File: config.mk
export PLATFORM = sky130hd
export DESIGN_NAME = pair_cutoff_inverse_distance_matrix
export DESIGN_NICKNAME = d
export VERILOG_FILES = /design/src/sv/pcidm_pkg.sv /design/src/sv/pcidm_recip.sv /design/src/sv/pair_cutoff_inverse_distance_matrix.sv
export VERILOG_INCLUDE_DIRS = /design/src /design/src/sv
export SDC_FILE = /design/constraint.sdc
export NUM_CORES = 2
export LEC_CHECK = 0
export ABC_CLOCK_PERIOD_IN_PS = 9400
export BUFFER_PORTS_ARGS = -buffer_cell sky130_fd_sc_hd__buf_4
export CAP_MARGIN = 10
export CORE_MARGIN = 5
export CORE_UTILIZATION = 33
export DETAILED_ROUTE_END_ITERATION = 16
export PLACE_DENSITY_LB_ADDON = 0.3
export SLEW_MARGIN = 10
export SYNTH_ARGS = -nofsm -noshare
export SYNTH_HDL_FRONTEND = slang
export SYNTH_SLANG_ARGS = --single-unit
File: constraint.sdc
create_clock -name clock -period 9.4 [get_ports clock]
set_clock_uncertainty 0.05 [all_clocks]
set_input_delay 1.41 -clock clock [delete_from_list [all_inputs] [get_ports clock]]
set_output_delay 1.41 -clock clock [all_outputs]
set_load 0.05 [all_outputs]
File: src/sv/assert_macros.svh
// Assertion macros used by the top-level RTL file of the pair cutoff matrix builder.
`ifndef ASSERT_MACROS_SVH
`define ASSERT_MACROS_SVH

// Checks that an expression holds at every clock edge outside reset.
`define ASSERT_ALWAYS(label, expr) \
   label: assert property (@(posedge clock) disable iff (reset) (expr)) \
      else $error("assertion failed");

// Checks that a condition implies another in the same cycle.
`define ASSERT_IMPLY(label, ante, cons) \
   label: assert property (@(posedge clock) disable iff (reset) (ante) |-> (cons)) \
      else $error("assertion failed");

// Checks that a condition implies another in the following cycle.
`define ASSERT_NEXT(label, ante, cons) \
   label: assert property (@(posedge clock) disable iff (reset) (ante) |=> (cons)) \
      else $error("assertion failed");

`endif

File: src/sv/pcidm_pkg.sv
// Shared types and constants of the pair cutoff inverse distance matrix builder.
package pcidm_pkg;

   localparam int COORD_BITS      = 24;
   localparam int ATOM_INDEX_BITS = 20;
   localparam int MATRIX_SLOTS    = 65536;

   localparam int DIST_BITS  = 2 * (COORD_BITS + 1);
   localparam int VALUE_BITS = 32;
   localparam int FILL_BITS  = 17;
   localparam int CUT_BITS   = 50;
   localparam int GROUP_BITS = 32;

   localparam int REQ_TDATA_W = 216;
   localparam int RSP_TDATA_W = 128;

   localparam logic [CUT_BITS-1:0]   CUTOFF_RESET   = 50'd1677721600;
   localparam logic [GROUP_BITS-1:0] GROUP_RESET    = 32'd1;
   localparam logic [FILL_BITS-1:0]  CAPACITY_RESET = 17'd65536;

   // At or below this squared distance the value saturates.
   localparam logic [DIST_BITS-1:0]  D2_SAT_LIMIT = 50'd64;
   localparam logic [VALUE_BITS-1:0] VALUE_SAT    = 32'hFFFF_FFFF;

   localparam logic REC_ENTRY   = 1'b0;
   localparam logic REC_SUMMARY = 1'b1;

   typedef enum logic [1:0] {
      CSR_CUTOFF   = 2'd0,
      CSR_GROUP    = 2'd1,
      CSR_CAPACITY = 2'd2
   } csr_index_type;

   typedef struct packed {
      logic                  done;
      logic [VALUE_BITS-1:0] value;
   } recip_rsp_type;

endpackage

File: src/sv/pcidm_recip.sv
// Iterative unit: floor(sqrt(floor(2^70 / d2))) by restoring division then a root recurrence.
module pcidm_recip (
   input  logic                                clock,
   input  logic                                reset,
   input  logic                                start,
   input  logic [pcidm_pkg::DIST_BITS-1:0]     d2,
   output pcidm_pkg::recip_rsp_type            rsp
);

   typedef enum logic [1:0] {
      S_IDLE,
      S_DIV,
      S_SQRT
   } state_type;

   state_type                           state_ff, state_in;
   logic [5:0]                          cnt_ff, cnt_in;
   logic [pcidm_pkg::DIST_BITS-1:0]     d2_ff, d2_in;
   logic [49:0]                         rem_ff, rem_in;
   logic [63:0]                         quot_ff, quot_in;
   logic [31:0]                         root_ff, root_in;
   logic                                done_ff, done_in;

   logic [51:0] op_a;
   logic [51:0] op_b;
   logic [52:0] diff;
   logic        ge;

   // One shared subtractor serves both the division and the root steps.
   always_comb begin
      if (state_ff == S_DIV) begin
         op_a = {1'b0, rem_ff, 1'b0};
         op_b = {2'b00, d2_ff};
      end else begin
         op_a = {17'd0, rem_ff[32:0], quot_ff[63:62]};
         op_b = {18'd0, root_ff, 2'b01};
      end
      diff = {1'b0, op_a} - {1'b0, op_b};
      ge   = ~diff[52];
   end

   always_comb begin
      state_in = state_ff;
      cnt_in   = cnt_ff;
      d2_in    = d2_ff;
      rem_in   = rem_ff;
      quot_in  = quot_ff;
      root_in  = root_ff;
      done_in  = 1'b0;
      case (state_ff)
         S_IDLE: begin
            if (start) begin
               d2_in    = d2;
               // The leading quotient bits are zero; the remainder has reached 64.
               rem_in   = 50'd64;
               quot_in  = 64'd0;
               cnt_in   = 6'd63;
               state_in = S_DIV;
            end
         end
         S_DIV: begin
            rem_in  = ge ? diff[49:0] : op_a[49:0];
            quot_in = {quot_ff[62:0], ge};
            cnt_in  = cnt_ff - 6'd1;
            if (cnt_ff == 6'd0) begin
               rem_in   = 50'd0;
               root_in  = 32'd0;
               cnt_in   = 6'd31;
               state_in = S_SQRT;
            end
         end
         S_SQRT: begin
            rem_in  = {17'd0, (ge ? diff[32:0] : op_a[32:0])};
            root_in = {root_ff[30:0], ge};
            quot_in = {quot_ff[61:0], 2'b00};
            cnt_in  = cnt_ff - 6'd1;
            if (cnt_ff == 6'd0) begin
               done_in  = 1'b1;
               state_in = S_IDLE;
            end
         end
         default: begin
            state_in = S_IDLE;
         end
      endcase
   end

   always_ff @(posedge clock) begin
      cnt_ff  <= cnt_in;
      d2_ff   <= d2_in;
      rem_ff  <= rem_in;
      quot_ff <= quot_in;
      root_ff <= root_in;
      if (reset) begin
         state_ff <= S_IDLE;
         done_ff  <= 1'b0;
      end else begin
         state_ff <= state_in;
         done_ff  <= done_in;
      end
   end

   assign rsp.done  = done_ff;
   assign rsp.value = root_ff;

endmodule

File: src/sv/pair_cutoff_inverse_distance_matrix.sv
// Top level of the pair cutoff inverse distance matrix builder.
// Usage:
// Neighbor pair items enter on the req_ channel, grouped in rows closed by req_tlast.
// Records leave on the rsp_ channel: an entry record for each stored pair inside the
// cutoff, and a summary record (first slot, count) on a selected item that closes a row.
// Registers are written on the csr_ channel, which is always ready; write only while idle.
// Flow: an item is taken only in the idle state. A stored pair sums the squares of its
// three axis differences in the shared squarer, then, unless its value saturates, goes
// through 64 division steps and 32 root steps in the shared subtractor of the
// reciprocal unit before its entry record. When the item closes a row, a summary
// record follows the entry record.
// The last record of an item waits in the output register while the next item is
// worked on; when the receiver stalls, the block holds before loading a further record.
// Reset (synchronous, active high) restores the register defaults and clears the fill
// count, the open row and the overflow flag; the block is ready in the next cycle.
`include "assert_macros.svh"

module pair_cutoff_inverse_distance_matrix #(
   parameter int MATRIX_SLOTS = pcidm_pkg::MATRIX_SLOTS
) (
   input  logic                                clock,
   input  logic                                reset,
   // row_index, atom_groups, xi, yi, zi, xj, yj, zj, neighbor_index
   input  logic [pcidm_pkg::REQ_TDATA_W-1:0]   req_tdata,
   // pass_start, has_pair
   input  logic [1:0]                          req_tuser,
   input  logic                                req_tlast,
   input  logic                                req_tvalid,
   output logic                                req_tready,
   // slot, column, value, row_id, row_first, row_count, overflow, zero fill
   output logic [pcidm_pkg::RSP_TDATA_W-1:0]   rsp_tdata,
   // record_kind
   output logic                                rsp_tuser,
   output logic                                rsp_tlast,
   output logic                                rsp_tvalid,
   input  logic                                rsp_tready,
   input  logic                                csr_valid,
   output logic                                csr_ready,
   input  logic [1:0]                          csr_index,
   input  logic [pcidm_pkg::CUT_BITS-1:0]      csr_data
);

   localparam int FW = pcidm_pkg::FILL_BITS;
   localparam int DW = pcidm_pkg::DIST_BITS;
   localparam int MW = pcidm_pkg::COORD_BITS + 1;
   localparam int AW = pcidm_pkg::ATOM_INDEX_BITS;
   localparam logic [FW-1:0] SLOT_LIMIT =
      FW'((MATRIX_SLOTS > (2 ** FW) - 1) ? (2 ** FW) - 1 : MATRIX_SLOTS);

   typedef enum logic [2:0] {
      S_IDLE,
      S_SQUARE,
      S_CHECK,
      S_RECIP,
      S_ENTRY,
      S_SUMMARY
   } state_type;

   state_type                              state_ff, state_in;
   logic [pcidm_pkg::CUT_BITS-1:0]         cutoff_ff, cutoff_in;
   logic [pcidm_pkg::GROUP_BITS-1:0]       group_ff, group_in;
   logic [FW-1:0]                          capacity_ff, capacity_in;
   logic [FW-1:0]                          fill_ff, fill_in;
   logic [FW-1:0]                          row_first_ff, row_first_in;
   logic                                   in_row_ff, in_row_in;
   logic                                   ovf_ff, ovf_in;

   logic [AW-1:0]                          row_id_ff, row_id_in;
   logic [AW-1:0]                          column_ff, column_in;
   logic                                   row_end_ff, row_end_in;
   logic [MW-1:0]                          mag_ff [3];
   logic [MW-1:0]                          mag_in [3];
   logic [1:0]                             sq_cnt_ff, sq_cnt_in;
   logic [DW-1:0]                          d2_ff, d2_in;
   logic [pcidm_pkg::VALUE_BITS-1:0]       value_ff, value_in;

   logic                                   rsp_valid_ff, rsp_valid_in;
   logic                                   rsp_kind_ff, rsp_kind_in;
   logic                                   rsp_last_ff, rsp_last_in;
   logic [pcidm_pkg::RSP_TDATA_W-1:0]      rsp_data_ff, rsp_data_in;

   logic                                   req_accept;
   logic                                   out_free;
   logic                                   recip_start;
   pcidm_pkg::recip_rsp_type               recip_rsp;
   logic [FW-1:0]                          cap;
   logic [FW-1:0]                          fill_next;
   logic [MW-1:0]                          mag_sel;
   logic [DW-1:0]                          sq;
   logic                                   selected;
   logic                                   pass_start;
   logic                                   has_pair;
   logic [FW-1:0]                          fill_eff;
   logic                                   in_row_eff;
   logic signed [MW-1:0]                   coord_diff [3];

   assign req_tready = (state_ff == S_IDLE);
   assign req_accept = req_tvalid && req_tready;
   assign csr_ready  = 1'b1;
   assign out_free   = !rsp_valid_ff || rsp_tready;

   assign cap       = (capacity_ff < SLOT_LIMIT) ? capacity_ff : SLOT_LIMIT;
   assign fill_next = fill_ff + FW'(1);

   assign pass_start = req_tuser[0];
   assign has_pair   = req_tuser[1];
   assign selected   = |(req_tdata[51:20] & group_ff);
   assign fill_eff   = pass_start ? '0 : fill_ff;
   assign in_row_eff = pass_start ? 1'b0 : in_row_ff;

   // Neighbor minus row atom for each axis, then the magnitude.
   always_comb begin
      coord_diff[0] = $signed({req_tdata[147], req_tdata[147:124]})
                    - $signed({req_tdata[75], req_tdata[75:52]});
      coord_diff[1] = $signed({req_tdata[171], req_tdata[171:148]})
                    - $signed({req_tdata[99], req_tdata[99:76]});
      coord_diff[2] = $signed({req_tdata[195], req_tdata[195:172]})
                    - $signed({req_tdata[123], req_tdata[123:100]});
   end

   assign mag_sel = mag_ff[sq_cnt_ff];
   assign sq      = DW'(mag_sel) * DW'(mag_sel);

   always_comb begin
      cutoff_in    = cutoff_ff;
      group_in     = group_ff;
      capacity_in  = capacity_ff;
      if (csr_valid && csr_ready) begin
         case (pcidm_pkg::csr_index_type'(csr_index))
            pcidm_pkg::CSR_CUTOFF:   cutoff_in   = csr_data;
            pcidm_pkg::CSR_GROUP:    group_in    = csr_data[31:0];
            pcidm_pkg::CSR_CAPACITY: capacity_in = csr_data[FW-1:0];
            default: begin
            end
         endcase
      end
   end

   always_comb begin
      state_in     = state_ff;
      fill_in      = fill_ff;
      row_first_in = row_first_ff;
      in_row_in    = in_row_ff;
      ovf_in       = ovf_ff;
      row_id_in    = row_id_ff;
      column_in    = column_ff;
      row_end_in   = row_end_ff;
      for (int k = 0; k < 3; k++) begin
         mag_in[k] = mag_ff[k];
      end
      sq_cnt_in    = sq_cnt_ff;
      d2_in        = d2_ff;
      value_in     = value_ff;
      recip_start  = 1'b0;
      rsp_valid_in = rsp_valid_ff && !rsp_tready;
      rsp_kind_in  = rsp_kind_ff;
      rsp_last_in  = rsp_last_ff;
      rsp_data_in  = rsp_data_ff;

      case (state_ff)
         S_IDLE: begin
            if (req_accept) begin
               row_id_in  = req_tdata[19:0];
               column_in  = req_tdata[215:196];
               row_end_in = req_tlast;
               for (int k = 0; k < 3; k++) begin
                  mag_in[k] = coord_diff[k][MW-1] ? MW'(-coord_diff[k]) : MW'(coord_diff[k]);
               end
               sq_cnt_in = 2'd0;
               d2_in     = '0;
               fill_in   = fill_eff;
               in_row_in = in_row_eff;
               if (pass_start) begin
                  ovf_in = 1'b0;
               end
               if (selected) begin
                  if (!in_row_eff) begin
                     row_first_in = fill_eff;
                     in_row_in    = 1'b1;
                  end
                  if (has_pair) begin
                     state_in = S_SQUARE;
                  end else if (req_tlast) begin
                     state_in = S_SUMMARY;
                  end
               end
            end
         end
         S_SQUARE: begin
            d2_in     = d2_ff + sq;
            sq_cnt_in = sq_cnt_ff + 2'd1;
            if (sq_cnt_ff == 2'd2) begin
               state_in = S_CHECK;
            end
         end
         S_CHECK: begin
            if ((d2_ff <= cutoff_ff) && (fill_ff < cap)) begin
               if (d2_ff <= pcidm_pkg::D2_SAT_LIMIT) begin
                  value_in = pcidm_pkg::VALUE_SAT;
                  state_in = S_ENTRY;
               end else begin
                  recip_start = 1'b1;
                  state_in    = S_RECIP;
               end
            end else begin
               // A kept pair with no room left marks the store as full.
               if (d2_ff <= cutoff_ff) begin
                  ovf_in = 1'b1;
               end
               state_in = row_end_ff ? S_SUMMARY : S_IDLE;
            end
         end
         S_RECIP: begin
            if (recip_rsp.done) begin
               value_in = recip_rsp.value;
               state_in = S_ENTRY;
            end
         end
         S_ENTRY: begin
            if (out_free) begin
               rsp_valid_in = 1'b1;
               rsp_kind_in  = pcidm_pkg::REC_ENTRY;
               rsp_last_in  = !row_end_ff;
               rsp_data_in  = {5'd0, (ovf_ff || (fill_next >= cap)), 17'd0, 17'd0,
                               row_id_ff, value_ff, column_ff, fill_ff[15:0]};
               fill_in      = fill_next;
               ovf_in       = ovf_ff || (fill_next >= cap);
               state_in     = row_end_ff ? S_SUMMARY : S_IDLE;
            end
         end
         S_SUMMARY: begin
            if (out_free) begin
               rsp_valid_in = 1'b1;
               rsp_kind_in  = pcidm_pkg::REC_SUMMARY;
               rsp_last_in  = 1'b1;
               rsp_data_in  = {5'd0, ovf_ff, (fill_ff - row_first_ff), row_first_ff,
                               row_id_ff, 32'd0, 20'd0, 16'd0};
               in_row_in    = 1'b0;
               state_in     = S_IDLE;
            end
         end
         default: begin
            state_in = S_IDLE;
         end
      endcase
   end

   always_ff @(posedge clock) begin
      row_id_ff   <= row_id_in;
      column_ff   <= column_in;
      row_end_ff  <= row_end_in;
      mag_ff      <= mag_in;
      sq_cnt_ff   <= sq_cnt_in;
      d2_ff       <= d2_in;
      value_ff    <= value_in;
      rsp_kind_ff <= rsp_kind_in;
      rsp_last_ff <= rsp_last_in;
      rsp_data_ff <= rsp_data_in;
      if (reset) begin
         state_ff     <= S_IDLE;
         cutoff_ff    <= pcidm_pkg::CUTOFF_RESET;
         group_ff     <= pcidm_pkg::GROUP_RESET;
         capacity_ff  <= pcidm_pkg::CAPACITY_RESET;
         fill_ff      <= '0;
         row_first_ff <= '0;
         in_row_ff    <= 1'b0;
         ovf_ff       <= 1'b0;
         rsp_valid_ff <= 1'b0;
      end else begin
         state_ff     <= state_in;
         cutoff_ff    <= cutoff_in;
         group_ff     <= group_in;
         capacity_ff  <= capacity_in;
         fill_ff      <= fill_in;
         row_first_ff <= row_first_in;
         in_row_ff    <= in_row_in;
         ovf_ff       <= ovf_in;
         rsp_valid_ff <= rsp_valid_in;
      end
   end

   pcidm_recip u_recip (
      .clock (clock),
      .reset (reset),
      .start (recip_start),
      .d2    (d2_ff),
      .rsp   (recip_rsp)
   );

   assign rsp_tvalid = rsp_valid_ff;
   assign rsp_tuser  = rsp_kind_ff;
   assign rsp_tlast  = rsp_last_ff;
   assign rsp_tdata  = rsp_data_ff;

   `ASSERT_IMPLY(a_recip_done_while_waiting, recip_rsp.done, state_ff == S_RECIP)
   `ASSERT_NEXT(a_summary_closes_row, (state_ff == S_SUMMARY) && out_free, !in_row_ff)
   `ASSERT_ALWAYS(a_row_first_within_fill, !in_row_ff || (row_first_ff <= fill_ff))

endmodule
==> results.sh <==
export IMPL_die_height_um=422
export IMPL_reg2regPathDepth=29
export IMPL_cp_depth=29
export IMPL_postSynthAreaPerCell_um2=9.73
export IMPL_ys_types=100
export IMPL_core_mm2=0.169
export IMPL_dr_pass1_iters=6
export IMPL_max_clock_freq_mhz=114
export IMPL_postRouteWirelength_um=155000
export IMPL_grt_pass1_wl_um=243000
export IMPL_h_tree_depth=3
export IMPL_clkSlewWorstSetupHoldPaths_ps=60
export IMPL_cp_slowest_stage_delay_ps=570
export IMPL_hpwlAfterDp_um=123000
export IMPL_grt_antenna_before_repair=1
export IMPL_start_kind="register"
export IMPL_wire_per_inst_um=18.4
export IMPL_setup_viol=0
export IMPL_gr_usage_met2_pct=28.1
export IMPL_holdCritPathClass="reg2reg"
export IMPL_drive_gt1_share_pct=11.7
export IMPL_grt_pass1_vias=42600
export IMPL_die_x_um=422
export IMPL_met3_usage_pct=2.85
export IMPL_grt_max_degree=100
export IMPL_worst_setup_path_end_kind="register"
export IMPL_worstPathRequired_ps=9730
export IMPL_synthArstFlopShare_pct=0
export IMPL_cts_root_buf="clkbuf_16"
export IMPL_clk_path_buf_depth=3
export IMPL_fin_nets=7326
export IMPL_synth_seq_cells=669
export IMPL_hold_viol=0
export IMPL_postCtsHoldBufs=0
export IMPL_cts_tree="yes"
export IMPL_area_growth_syn_to_layout_pct=14.6
export IMPL_grt_ovfl_total=0
export IMPL_setup_tns_final_ps=0
export IMPL_cts_resized=0
export IMPL_cts_made_buffers=74
export IMPL_clk_latency_ps=690
export IMPL_cp_num_buf_inv=7
export IMPL_globalplace_congestion=0.906
export IMPL_rsz0062_at_grt="false"
export IMPL_failed_checks="antenna rules"
export IMPL_dieArea_mm2=0.178
export IMPL_post_route_drc_count=0
export IMPL_drtIter0Drc=2866
export IMPL_vias=41700
export IMPL_crit_top_cell="fa_1"
export IMPL_worstPathMaxFanout=19
export IMPL_critPathTopFamily="adder cells"
export IMPL_io_buffers=402
export IMPL_io_pins=409
export IMPL_start_util_pct=33.2
export IMPL_post_cts_setup_buffer_count=0
export IMPL_antenna_left=1
export IMPL_grt_use_total_pct=17.0
export IMPL_cp_arrival_ps=9130
export IMPL_tightest_slew_ps=1210
export IMPL_gr_max_usage_layer="met2"
export IMPL_syn_area_mm2=0.0561
export IMPL_drv_cap=0
export IMPL_slew_violations=0
export IMPL_post_route_period_util_pct=93.7
export IMPL_hold_depth=0
export IMPL_fin_crit_ps=8810
export IMPL_grtUsageMet1_pct=23.2
export IMPL_yosys_warnings=0
export IMPL_cts_sinks=669
export IMPL_slew_headroom_pct=19.0
export IMPL_worst_path_max_delay_cell="fa_1"
export IMPL_synth_flop_cell="edfxtp_1"
export IMPL_netlist_instances=5773
export IMPL_vias_per_cell=4.96
export IMPL_ys_seq_area_share_pct=33.3
export IMPL_status="complete, but fails checks"
export IMPL_synth_edf_count=527
export IMPL_path_class="reg2reg"
export IMPL_rows=151
## metal layers
metal  share of wire [%]  vias to the layer above
met5                   0                        -
met4                 2.7                        0
met3                 5.8                      235
met2                  47                     1217
met1                  45                    20200
li1                    -                    20000
## cells in the final DEF (no fill, tap or decap), drive strengths merged, types with 27 or more instances in the layout
cell type  synthesis  layout
a211oi            34      34
xnor2            136     136
or2               43      43
nor2             451     451
o211ai            27      27
nor3              63      63
o21a              42      42
nand4             38      38
fa               525     525
inv              941     945
xor2              85      85
o21ai            134     134
a31oi             46      46
ha               405     405
mux2i             68      68
a22o              67      67
nand3             76      76
clkbuf           173      91
dfxtp            142     142
nand2b            54      54
clkinv             8      35
nand2            609     609
mux2              39      39
and3              43      43
a21o              93      93
nor2b             31      31
and2             142     142
buf               41     481
a21oi            393     393
edfxtp           527     527
nor4              29      29
## sequential cells by signal, summed over array words and instances, names as in the netlist, 50 cells and up
name,cells
cutoff_ff,50
d2_ff,50
mag_ff,75
rsp_tdata,123
u_recip.d2_ff,50
u_recip.quot_ff,64
u_recip.rem_ff,50
## synthesized netlist by cell type, types with 33 or more instances
cell type | instances | area [µm²]
fa_1 | 525 | 10500
xor2_1 | 85 | 744
and3_1 | 40 | 250
mux2i_1 | 68 | 681
a21o_1 | 92 | 691
a211oi_1 | 33 | 248
ha_1 | 405 | 5070
inv_1 | 941 | 3530
clkbuf_1 | 173 | 649
a21oi_1 | 392 | 1960
nor2_1 | 451 | 1690
a22o_1 | 67 | 587
nand2b_1 | 54 | 338
nand2_1 | 609 | 2290
edfxtp_1 | 527 | 15800
and2_1 | 141 | 882
nor3_1 | 61 | 305
xnor2_1 | 136 | 1190
dfxtp_1 | 142 | 2840
nand3_1 | 76 | 380
or2_2 | 40 | 250
nand4_1 | 38 | 238
o21ai_0 | 124 | 621
o21a_1 | 42 | 315
a31oi_1 | 46 | 288
mux2_2 | 39 | 439
## through the flow
| stage | hold WS (ps) | std cells | utilization, % | setup slack (ps) | instance area, µm² |
|---|---|---|---|---|---|
| floorplan | 350 | 5777 | - | 964 | 56200 |
| global placement | 350 | 8261 | 36.5 | 709 | 61800 |
| detailed placement | 355 | 8261 | 36.5 | 645 | 61800 |
| CTS | 345 | 8398 | 38.0 | 604 | 64300 |
| global route | 358 | 8399 | 38.0 | 74.6 | 64300 |
| finish | 354 | 8405 | 38.0 | 592 | 64300 |
## worst paths after layout
check,from,endpoint,slack (ps)
setup / recovery,sq_cnt_ff[1]$_SDFFCE_PN0P_,d2_ff[43]$_SDFFCE_PN0P_,590
hold / removal,row_id_ff[17]$_DFFE_PP_,rsp_tdata[85]$_DFFE_PP_,350
setup reg to reg,sq_cnt_ff[1]$_SDFFCE_PN0P_,d2_ff[43]$_SDFFCE_PN0P_,590
hold reg to reg,row_id_ff[17]$_DFFE_PP_,rsp_tdata[85]$_DFFE_PP_,350
## cell type report
cell class	instances	area, µm²
flip-flops and latches	669	18700
clock inverters	46	607
clock buffers	91	1960
diodes	6	15.0
inverters	949	3560
well taps	2218	2780
fillers	16900	105000
repair buffers	481	3620
multi-input cells	3945	33100
## logic make-up after synthesis
logic type	after synthesis	share of synthesized area, %
DFF	669	33.3
AOI/OAI and AO/OA	1033	12.0
adders and majority gates	930	27.7
buffers and inverters	1163	7.88
and+or+nand+nor	1648	13.6
xor gates and xnor gates	221	3.45
muxes	107	1.99
other	2	0.0134
## worst register-to-register path, delay by kind of cell (launching register included)
kind,cells,cell delay [ps]
AOI/OAI and AO/OA,7,2140
xor gates and xnor gates,1,180
adders and majority gates,8,3830
buffers and inverters,7,1000
DFF,1,350
muxes,1,220
and+or+nand+nor,5,740
Power is left out: the tool's default activity adds up to more than one toggle a clock period on the data nets, which glitch-free logic cannot reach.
